$ cat src/rtl/ospa_pkg.sv
package ospa_pkg;

    // Pool geometry.
    localparam int CHUNK_ITEMS  = 16;
    localparam int CHUNK_SLOTS  = 15;
    localparam int BLOCK_ITEMS  = 64;
    localparam int GROUP_BLOCKS = 8;
    localparam int MAX_GROUPS   = 8;

    localparam int TOTAL_BLOCKS = GROUP_BLOCKS * MAX_GROUPS;
    localparam int STORE_DEPTH  = 256;
    localparam int STORE_AW     = 8;
    localparam int CAP_RAW      = CHUNK_ITEMS * (CHUNK_SLOTS + 1);
    localparam int STACK_CAP    = (CAP_RAW > STORE_DEPTH) ? STORE_DEPTH : CAP_RAW;

    // Field and state widths.
    localparam int HANDLE_W = 12;
    localparam int COUNT_W  = 9;
    localparam int BLOCK_W  = 6;
    localparam int FILL_W   = 7;
    localparam int USED_W   = 7;

    typedef enum logic {
        REQ_GET    = 1'b0,
        REQ_RETURN = 1'b1
    } t_req;

    typedef enum logic {
        ST_OK   = 1'b0,
        ST_FAIL = 1'b1
    } t_status;

    // Handle of a slot: block number times block size plus offset, kept to 12 bits.
    function automatic logic [HANDLE_W-1:0] mk_handle(input logic [BLOCK_W-1:0] blk,
                                                      input logic [FILL_W-1:0] off);
        logic [31:0] sum;
        sum = 32'(blk) * 32'(BLOCK_ITEMS) + 32'(off);
        return sum[HANDLE_W-1:0];
    endfunction

endpackage

$ cat src/rtl/ospa_ram.sv
module ospa_ram #(
    parameter int WIDTH = 12,
    parameter int DEPTH = 256
) (
    input  logic                     i_clk,
    input  logic                     i_wr_en,
    input  logic [$clog2(DEPTH)-1:0] i_wr_addr,
    input  logic [WIDTH-1:0]         i_wr_data,
    input  logic [$clog2(DEPTH)-1:0] i_rd_addr,
    output logic [WIDTH-1:0]         o_rd_data
);

    logic [WIDTH-1:0] r_mem [DEPTH];
    logic [WIDTH-1:0] r_rd_data;

    // A read of the address being written returns the old contents.
    always_ff @(posedge i_clk) begin
        if (i_wr_en) begin
            r_mem[i_wr_addr] <= i_wr_data;
        end
        r_rd_data <= r_mem[i_rd_addr];
    end

    assign o_rd_data = r_rd_data;

endmodule

$ cat src/rtl/object_slot_pool_allocator.sv
// Channel   Handshake           Word
// input     i_valid / o_ready   i_req_type, i_handle_in
// output    o_valid / i_ready   o_handle_out, o_status
//
// One word is taken per cycle while the result is not stalled. An accepted word passes
// through the input register, then the result register, before its result can leave.
// The free stack lives in a 256-entry RAM; its next top is read every cycle,
// with a bypass for a push to that same entry, so pops run back to back.
// Reset (synchronous, active low) empties the stack and closes all blocks.
// A stalled result holds the input register; the input side stalls only then.
module object_slot_pool_allocator
    import ospa_pkg::*;
(
    input  logic                i_clk,
    input  logic                i_rst_n,
    input  logic                i_valid,
    output logic                o_ready,
    input  logic                i_req_type,
    input  logic [HANDLE_W-1:0] i_handle_in,
    output logic                o_valid,
    input  logic                i_ready,
    output logic [HANDLE_W-1:0] o_handle_out,
    output logic                o_status
);

    // Input register.
    logic                r_in_valid;
    t_req                r_in_req;
    logic [HANDLE_W-1:0] r_in_handle;

    // Result register.
    logic                r_out_valid;
    logic [HANDLE_W-1:0] r_out_handle;
    t_status             r_out_status;
    logic [HANDLE_W-1:0] n_out_handle;
    t_status             n_out_status;

    // Allocator state.
    logic [COUNT_W-1:0]  r_count, n_count;
    logic                r_open, n_open;
    logic [BLOCK_W-1:0]  r_cur, n_cur;
    logic [FILL_W-1:0]   r_fill, n_fill;
    logic [USED_W-1:0]   r_used, n_used;

    // Stack RAM and read bypass.
    logic                wr_en;
    logic [STORE_AW-1:0] wr_addr;
    logic [STORE_AW-1:0] rd_addr;
    logic [HANDLE_W-1:0] rd_data;
    logic                r_byp_hit;
    logic [HANDLE_W-1:0] r_byp_data;
    logic [HANDLE_W-1:0] top;
    logic [COUNT_W-1:0]  next_top_idx;

    logic fire;

    assign fire    = r_in_valid && (!r_out_valid || i_ready);
    assign o_ready = !r_in_valid || fire;

    assign wr_addr      = r_count[STORE_AW-1:0];
    assign next_top_idx = n_count - COUNT_W'(1);
    assign rd_addr      = next_top_idx[STORE_AW-1:0];
    assign top          = r_byp_hit ? r_byp_data : rd_data;

    ospa_ram #(
        .WIDTH(HANDLE_W),
        .DEPTH(STORE_DEPTH)
    ) u_stack (
        .i_clk    (i_clk),
        .i_wr_en  (wr_en),
        .i_wr_addr(wr_addr),
        .i_wr_data(r_in_handle),
        .i_rd_addr(rd_addr),
        .o_rd_data(rd_data)
    );

    always_comb begin
        n_count      = r_count;
        n_open       = r_open;
        n_cur        = r_cur;
        n_fill       = r_fill;
        n_used       = r_used;
        n_out_handle = '0;
        n_out_status = ST_OK;
        wr_en        = 1'b0;
        if (fire) begin
            unique case (r_in_req)
                REQ_RETURN: begin
                    if (r_count < COUNT_W'(STACK_CAP)) begin
                        wr_en   = 1'b1;
                        n_count = r_count + COUNT_W'(1);
                    end else begin
                        n_out_status = ST_FAIL;
                    end
                end
                REQ_GET: begin
                    priority if (r_count != '0) begin
                        n_count      = r_count - COUNT_W'(1);
                        n_out_handle = top;
                    end else if (r_open && (r_fill < FILL_W'(BLOCK_ITEMS))) begin
                        n_out_handle = mk_handle(r_cur, r_fill);
                        n_fill       = r_fill + FILL_W'(1);
                    end else if (r_used < USED_W'(TOTAL_BLOCKS)) begin
                        n_cur        = r_used[BLOCK_W-1:0];
                        n_used       = r_used + USED_W'(1);
                        n_open       = 1'b1;
                        n_fill       = FILL_W'(1);
                        n_out_handle = mk_handle(r_used[BLOCK_W-1:0], '0);
                    end else begin
                        n_open       = 1'b0;
                        n_out_status = ST_FAIL;
                    end
                end
                default: begin
                    n_out_status = ST_FAIL;
                end
            endcase
        end
    end

    always_ff @(posedge i_clk) begin
        if (!i_rst_n) begin
            r_in_valid  <= 1'b0;
            r_out_valid <= 1'b0;
            r_count     <= '0;
            r_open      <= 1'b0;
            r_cur       <= '0;
            r_fill      <= '0;
            r_used      <= '0;
            r_byp_hit   <= 1'b0;
        end else begin
            if (o_ready) begin
                r_in_valid <= i_valid;
            end
            if (fire) begin
                r_out_valid <= 1'b1;
            end else if (i_ready) begin
                r_out_valid <= 1'b0;
            end
            r_count   <= n_count;
            r_open    <= n_open;
            r_cur     <= n_cur;
            r_fill    <= n_fill;
            r_used    <= n_used;
            r_byp_hit <= wr_en && (wr_addr == rd_addr);
        end
    end

    always_ff @(posedge i_clk) begin
        if (o_ready && i_valid) begin
            r_in_req    <= t_req'(i_req_type);
            r_in_handle <= i_handle_in;
        end
        if (fire) begin
            r_out_handle <= n_out_handle;
            r_out_status <= n_out_status;
        end
        r_byp_data <= r_in_handle;
    end

    assign o_valid      = r_out_valid;
    assign o_handle_out = r_out_handle;
    assign o_status     = r_out_status;

`ifndef SYNTHESIS
    a_count_cap: assert property (@(posedge i_clk) disable iff (!i_rst_n)
        r_count <= COUNT_W'(STACK_CAP))
        else $error("free stack count above capacity");

    a_fill_range: assert property (@(posedge i_clk) disable iff (!i_rst_n)
        r_fill <= FILL_W'(BLOCK_ITEMS))
        else $error("block fill above block size");

    a_pop_ok: assert property (@(posedge i_clk) disable iff (!i_rst_n)
        fire && (r_in_req == REQ_GET) && (r_count != '0)
        |=> (r_out_status == ST_OK) && (r_count == $past(r_count) - COUNT_W'(1)))
        else $error("pop from non-empty stack did not succeed");

    a_push_count: assert property (@(posedge i_clk) disable iff (!i_rst_n)
        fire && (r_in_req == REQ_RETURN) && (r_count < COUNT_W'(STACK_CAP))
        |=> (r_count == $past(r_count) + COUNT_W'(1)) && (r_out_status == ST_OK))
        else $error("push to stack with room did not advance count");

    a_no_change_idle: assert property (@(posedge i_clk) disable iff (!i_rst_n)
        !fire |=> $stable(r_count) && $stable(r_used) && $stable(r_fill))
        else $error("allocator state changed without a word in process");
`endif

endmodule
$ cat config.mk
export PLATFORM = sky130hd
export DESIGN_NAME = object_slot_pool_allocator
export DESIGN_NICKNAME = d
export VERILOG_FILES = /design/src/rtl/ospa_pkg.sv /design/src/rtl/ospa_ram.sv /design/src/rtl/object_slot_pool_allocator.sv
export SDC_FILE = /design/constraint.sdc
export NUM_CORES = 2
export LEC_CHECK = 0
export BUFFER_PORTS_ARGS = -buffer_cell sky130_fd_sc_hd__buf_2
export CORE_MARGIN = 3
export CORE_UTILIZATION = 40
export DETAILED_ROUTE_END_ITERATION = 16
export GPL_TIMING_DRIVEN = 1
export PLACE_DENSITY = 0.65
export SLEW_MARGIN = 0
export SYNTH_ARGS = -nofsm -noshare
export SYNTH_HDL_FRONTEND = slang
export SYNTH_SLANG_ARGS = --single-unit
$ cat constraint.sdc
create_clock -name i_clk -period 8.1 [get_ports i_clk]
set_input_delay 1.62 -clock i_clk [delete_from_list [all_inputs] [get_ports i_clk]]
set_output_delay 1.62 -clock i_clk [all_outputs]
set_load 0.01 [all_outputs]
==> impl_metrics.csv <==
group,metric,value,unit
power,power_density,340,nW/um^2
global_routing,first_global_vias,61380,
global_routing,grt_pass1_wl,470000,um
place,gp_congestion,0.921,
cells_and_area,finalCoreUtilization,0.458,
logic_synthesis,syn_area,123000,sq um
sta,tns,0,ns
logic_synthesis,synth-edff-count,3098,
logic_synthesis,synth_top_area_cell,"edfxtp_1",
cells_and_area,fill_cells,25162,
critical_path,crit_cells,17,
sta,setup_viol,0,
sta,rsz0062_at_grt,"no",
floorplan,die_y,560,um
clocking,clk_latency,0.96,ns
floorplan,core,304000,sq um
critical_path,r2r_cells,17,
cells_and_area,final_nets,6237,
min_path,holdPathStages,2,
logic_synthesis,synth_cells,5881,
route,vias,62303,
floorplan,ios,32,
floorplan,die_area,314000,sq um
status,status,"complete, no violations",
critical_path,worst-path-max-fanout,19,
critical_path,crit_chain,"inv_1 > ha_1 > nor4b_4 > nand3_2 > nor4b_1 > or3_4 > inv_2 > ha_4 > xor2_1 > xor2_4 > buf_4 > mux4_2 > nand2_1 > a311oi_1 > o221ai_1 > nor4b_1 > a31oi_1",
global_routing,grt_use_met1,0.287,
power,peakVddDrop,427,uV
clocking,cts-buffers-inserted,326,
cells_and_area,syn_to_final_growth,13.4,%
job,cap_viol_max_count,0,
logic_synthesis,seq_area_frac_synth,0.766,
critical_path,slowest_delay,0.80,ns
route,drt-pass1-iter-count,7,
sta,fin_crit_sh,0.885,
route,ant_nets,0,
route,route.detailed.drc,0,
clocking,htreeDepth,5,
critical_path,crit_family,"simple AND/OR/NAND/NOR gates",
logic_synthesis,synth_common_cells,"3,098 x edfxtp_1, 810 x mux4_2, 490 x nand2_1, 296 x nor2_1, 163 x nand3_1",
global_routing,grt_use_total,0.207,
logic_synthesis,synthFlopType,"edfxtp_1",
sta,fin_crit,7.17,ns
floorplan,start_util,0.404,
sta,whs,0.475,ns
clocking,post_cts_resized,0,
global_routing,use_met2,0.318,
place,port-buffer-count,31,
global_routing,top_usage_layer,"met2",
logic_synthesis,synth_most_common_cell,"edfxtp_1",
global_routing,antenna_found_initial,16,
min_path,worstHoldPathType,"flop to flop",
logic_synthesis,yosysTopAreaCellShare,0.757,
critical_path,cp-start-kind,"flop",
logic_synthesis,postSynthAreaPerCell,20.9,sq um
clocking,cts_tree,"built",
logic_synthesis,ys_top_cells_by_area,"edfxtp_1 76%, mux4_2 15%, nand2_1 1.5%",
critical_path,crit_type,"flop to flop",
clocking,cts_hold_buffers,0,
logic_synthesis,yosys_warnings,0,
sta,fmax,0.139,GHz
clocking,cts.reportedPaths.clkPinSlew,0.06,ns
floorplan,rows,202,
sta,slew_headroom,0.0288,
sta,tightestPinTransition,1.46,ns
sta,fin_skew,0.0757,ns
logic_synthesis,synthDistinctLibCells,88,
critical_path,required,8.88,ns
route,drtIter0Drc,8927,
critical_path,path_buf_inv,3,
place,dpl.hpwl,199000,um
critical_path,crit_top_cell,"nor4b_1",
critical_path,critPathSlowestCell,"xor2_4",
global_routing,gr-total-overflow,0,
sta,slew_viol_final,0,
logic_synthesis,async_flop_share,0,
route,drt_wl_total,331000,um
global_routing,grt_use_met3,0.0486,
clocking,numClockSinks,3155,
critical_path,crit_path_end_kind,"flop",
sta,hold_viol,0,
clocking,cts_max_path_buffers,4,
route,viasPerCell,5.91,
global_routing,grt_start_max_net_pins,200,
cells_and_area,drive_gt1_frac,0.257,
logic_synthesis,mappedNetlistNets,5908,
route,drt-wirelength-per-cell,31.4,um
power,finalPower,47400,uW
logic_synthesis,synth-seq-cells,3155,
clocking,ctsRootBufferMaster,"clkbuf_16",
clocking,post_cts_buffers,0,
power,p_leak,0.0436,uW
critical_path,cp_data_arrival_time,7.95,ns
floorplan,die_w,560,um
final cells by class:
class / instances / area, sq um / area share
well taps: 4080 / 5100 / 0.0366
repair buffers: 331 / 2830 / 0.0203
multi-input cells: 2382 / 27000 / 0.194
clock buffers: 413 / 8720 / 0.0626
clock inverters: 152 / 1380 / 0.00987
diodes: 10 / 25.0 / 0.000180
flip-flops and latches: 3155 / 94200 / 0.676
inverters: 14 / 68.8 / 0.000494
kinds of logic after synthesis:
logic type      Yosys count  synth area share
simple gates           1143            0.0418
flops                  3155             0.766
xor+xnor                 26           0.00222
mux                     919             0.158
fa+ha+maj                10           0.00102
compound gates          284            0.0164
buf+inv                 344            0.0147
where the power goes:
| part | total (uW) | internal, uW | switching, uW |
|---|---|---|---|
| Clock | 14400 | 8350 | 6070 |
| Combinational | 14900 | 5410 | 9440 |
| Sequential | 18100 | 18000 | 110 |
| Total | 47400 | 31800 | 15600 |
path summary, 6_finish.rpt:
check,from,end,slack (ns)
max,r_count[1]$_SDFF_PN0_,u_stack.o_rd_data[2]$_DFF_P_,0.93
min,r_cur[0]$_SDFFE_PN0P_,r_cur[0]$_SDFFE_PN0P_,0.47
max reg2reg,r_count[1]$_SDFF_PN0_,u_stack.o_rd_data[2]$_DFF_P_,0.93
min reg2reg,r_cur[0]$_SDFFE_PN0P_,r_cur[0]$_SDFFE_PN0P_,0.47
cells in the final DEF, fill, tap and decap left out, drive strengths merged, types with 5 or more instances in the layout:
cell | netlist | routed
a211oi | 22 | 22
a311oi | 19 | 19
nor4 | 12 | 12
xor2 | 14 | 14
nand4 | 37 | 37
a21boi | 12 | 12
and2 | 15 | 15
o22ai | 15 | 15
bufinv | 0 | 24
nand2 | 492 | 492
dfxtp | 57 | 57
nand3 | 165 | 165
or3 | 5 | 5
xnor2 | 12 | 12
and3 | 49 | 49
ha | 10 | 10
o221ai | 5 | 5
clkbuf | 142 | 413
a32oi | 17 | 17
nor2 | 301 | 301
clkinv | 0 | 117
a21oi | 57 | 57
o21ai | 35 | 35
nor2b | 18 | 18
inv | 14 | 20
mux4 | 810 | 810
mux2 | 32 | 32
diode | 0 | 10
or4 | 7 | 7
edfxtp | 3098 | 3098
buf | 188 | 331
o211ai | 14 | 14
a32o | 5 | 5
a2111oi | 10 | 10
a31oi | 44 | 44
nor3 | 22 | 22
mux2i | 77 | 77
clkinvlp | 0 | 5
routing by layer:
layer,share of wire,vias up,wire length [um]
met4,0.041,6,13600
met3,0.10,591,34600
met5,0.00032,-,105
met1,0.39,33207,128000
li1,-,24969,-
met2,0.47,3530,154000
state kept, by name, indices dropped and copies added, names as in the netlist:
register and cells:
r_in_handle 12, o_valid 1, u_stack.o_rd_data 12, r_byp_data 12
o_status 1, r_count 9, r_byp_hit 1, o_handle_out 12
r_fill 7, r_open 1, r_used 7, u_stack.r_mem 3072
r_cur 6, r_in_req 1, r_in_valid 1
through the flow:
step | instance area, sq um | instances | setup WS, ns
2_1_floorplan | 123000 | 5881 | 1.67
3_3_place_gp | 129000 | 9958 | 0.236
3_5_place_dp | 129000 | 9961 | 0.303
4_1_cts | 139000 | 10526 | 1.11
5_1_grt | 139000 | 10528 | 0.768
6_report | 139000 | 10537 | 0.931
worst reg2reg max path, cell delays in order (launching register included):
cell and delay, ns:
dfxtp_1 0.38, inv_1 0.17, ha_1 0.40, nor4b_4 0.47
nand3_2 0.45, nor4b_1 0.30, or3_4 0.44, inv_2 0.22
ha_4 0.20, xor2_1 0.47, xor2_4 0.80, buf_4 0.43
mux4_2 0.60, nand2_1 0.09, a311oi_1 0.20, o221ai_1 0.52
nor4b_1 0.76, a31oi_1 0.08
(Power assumes the default switching activity.)
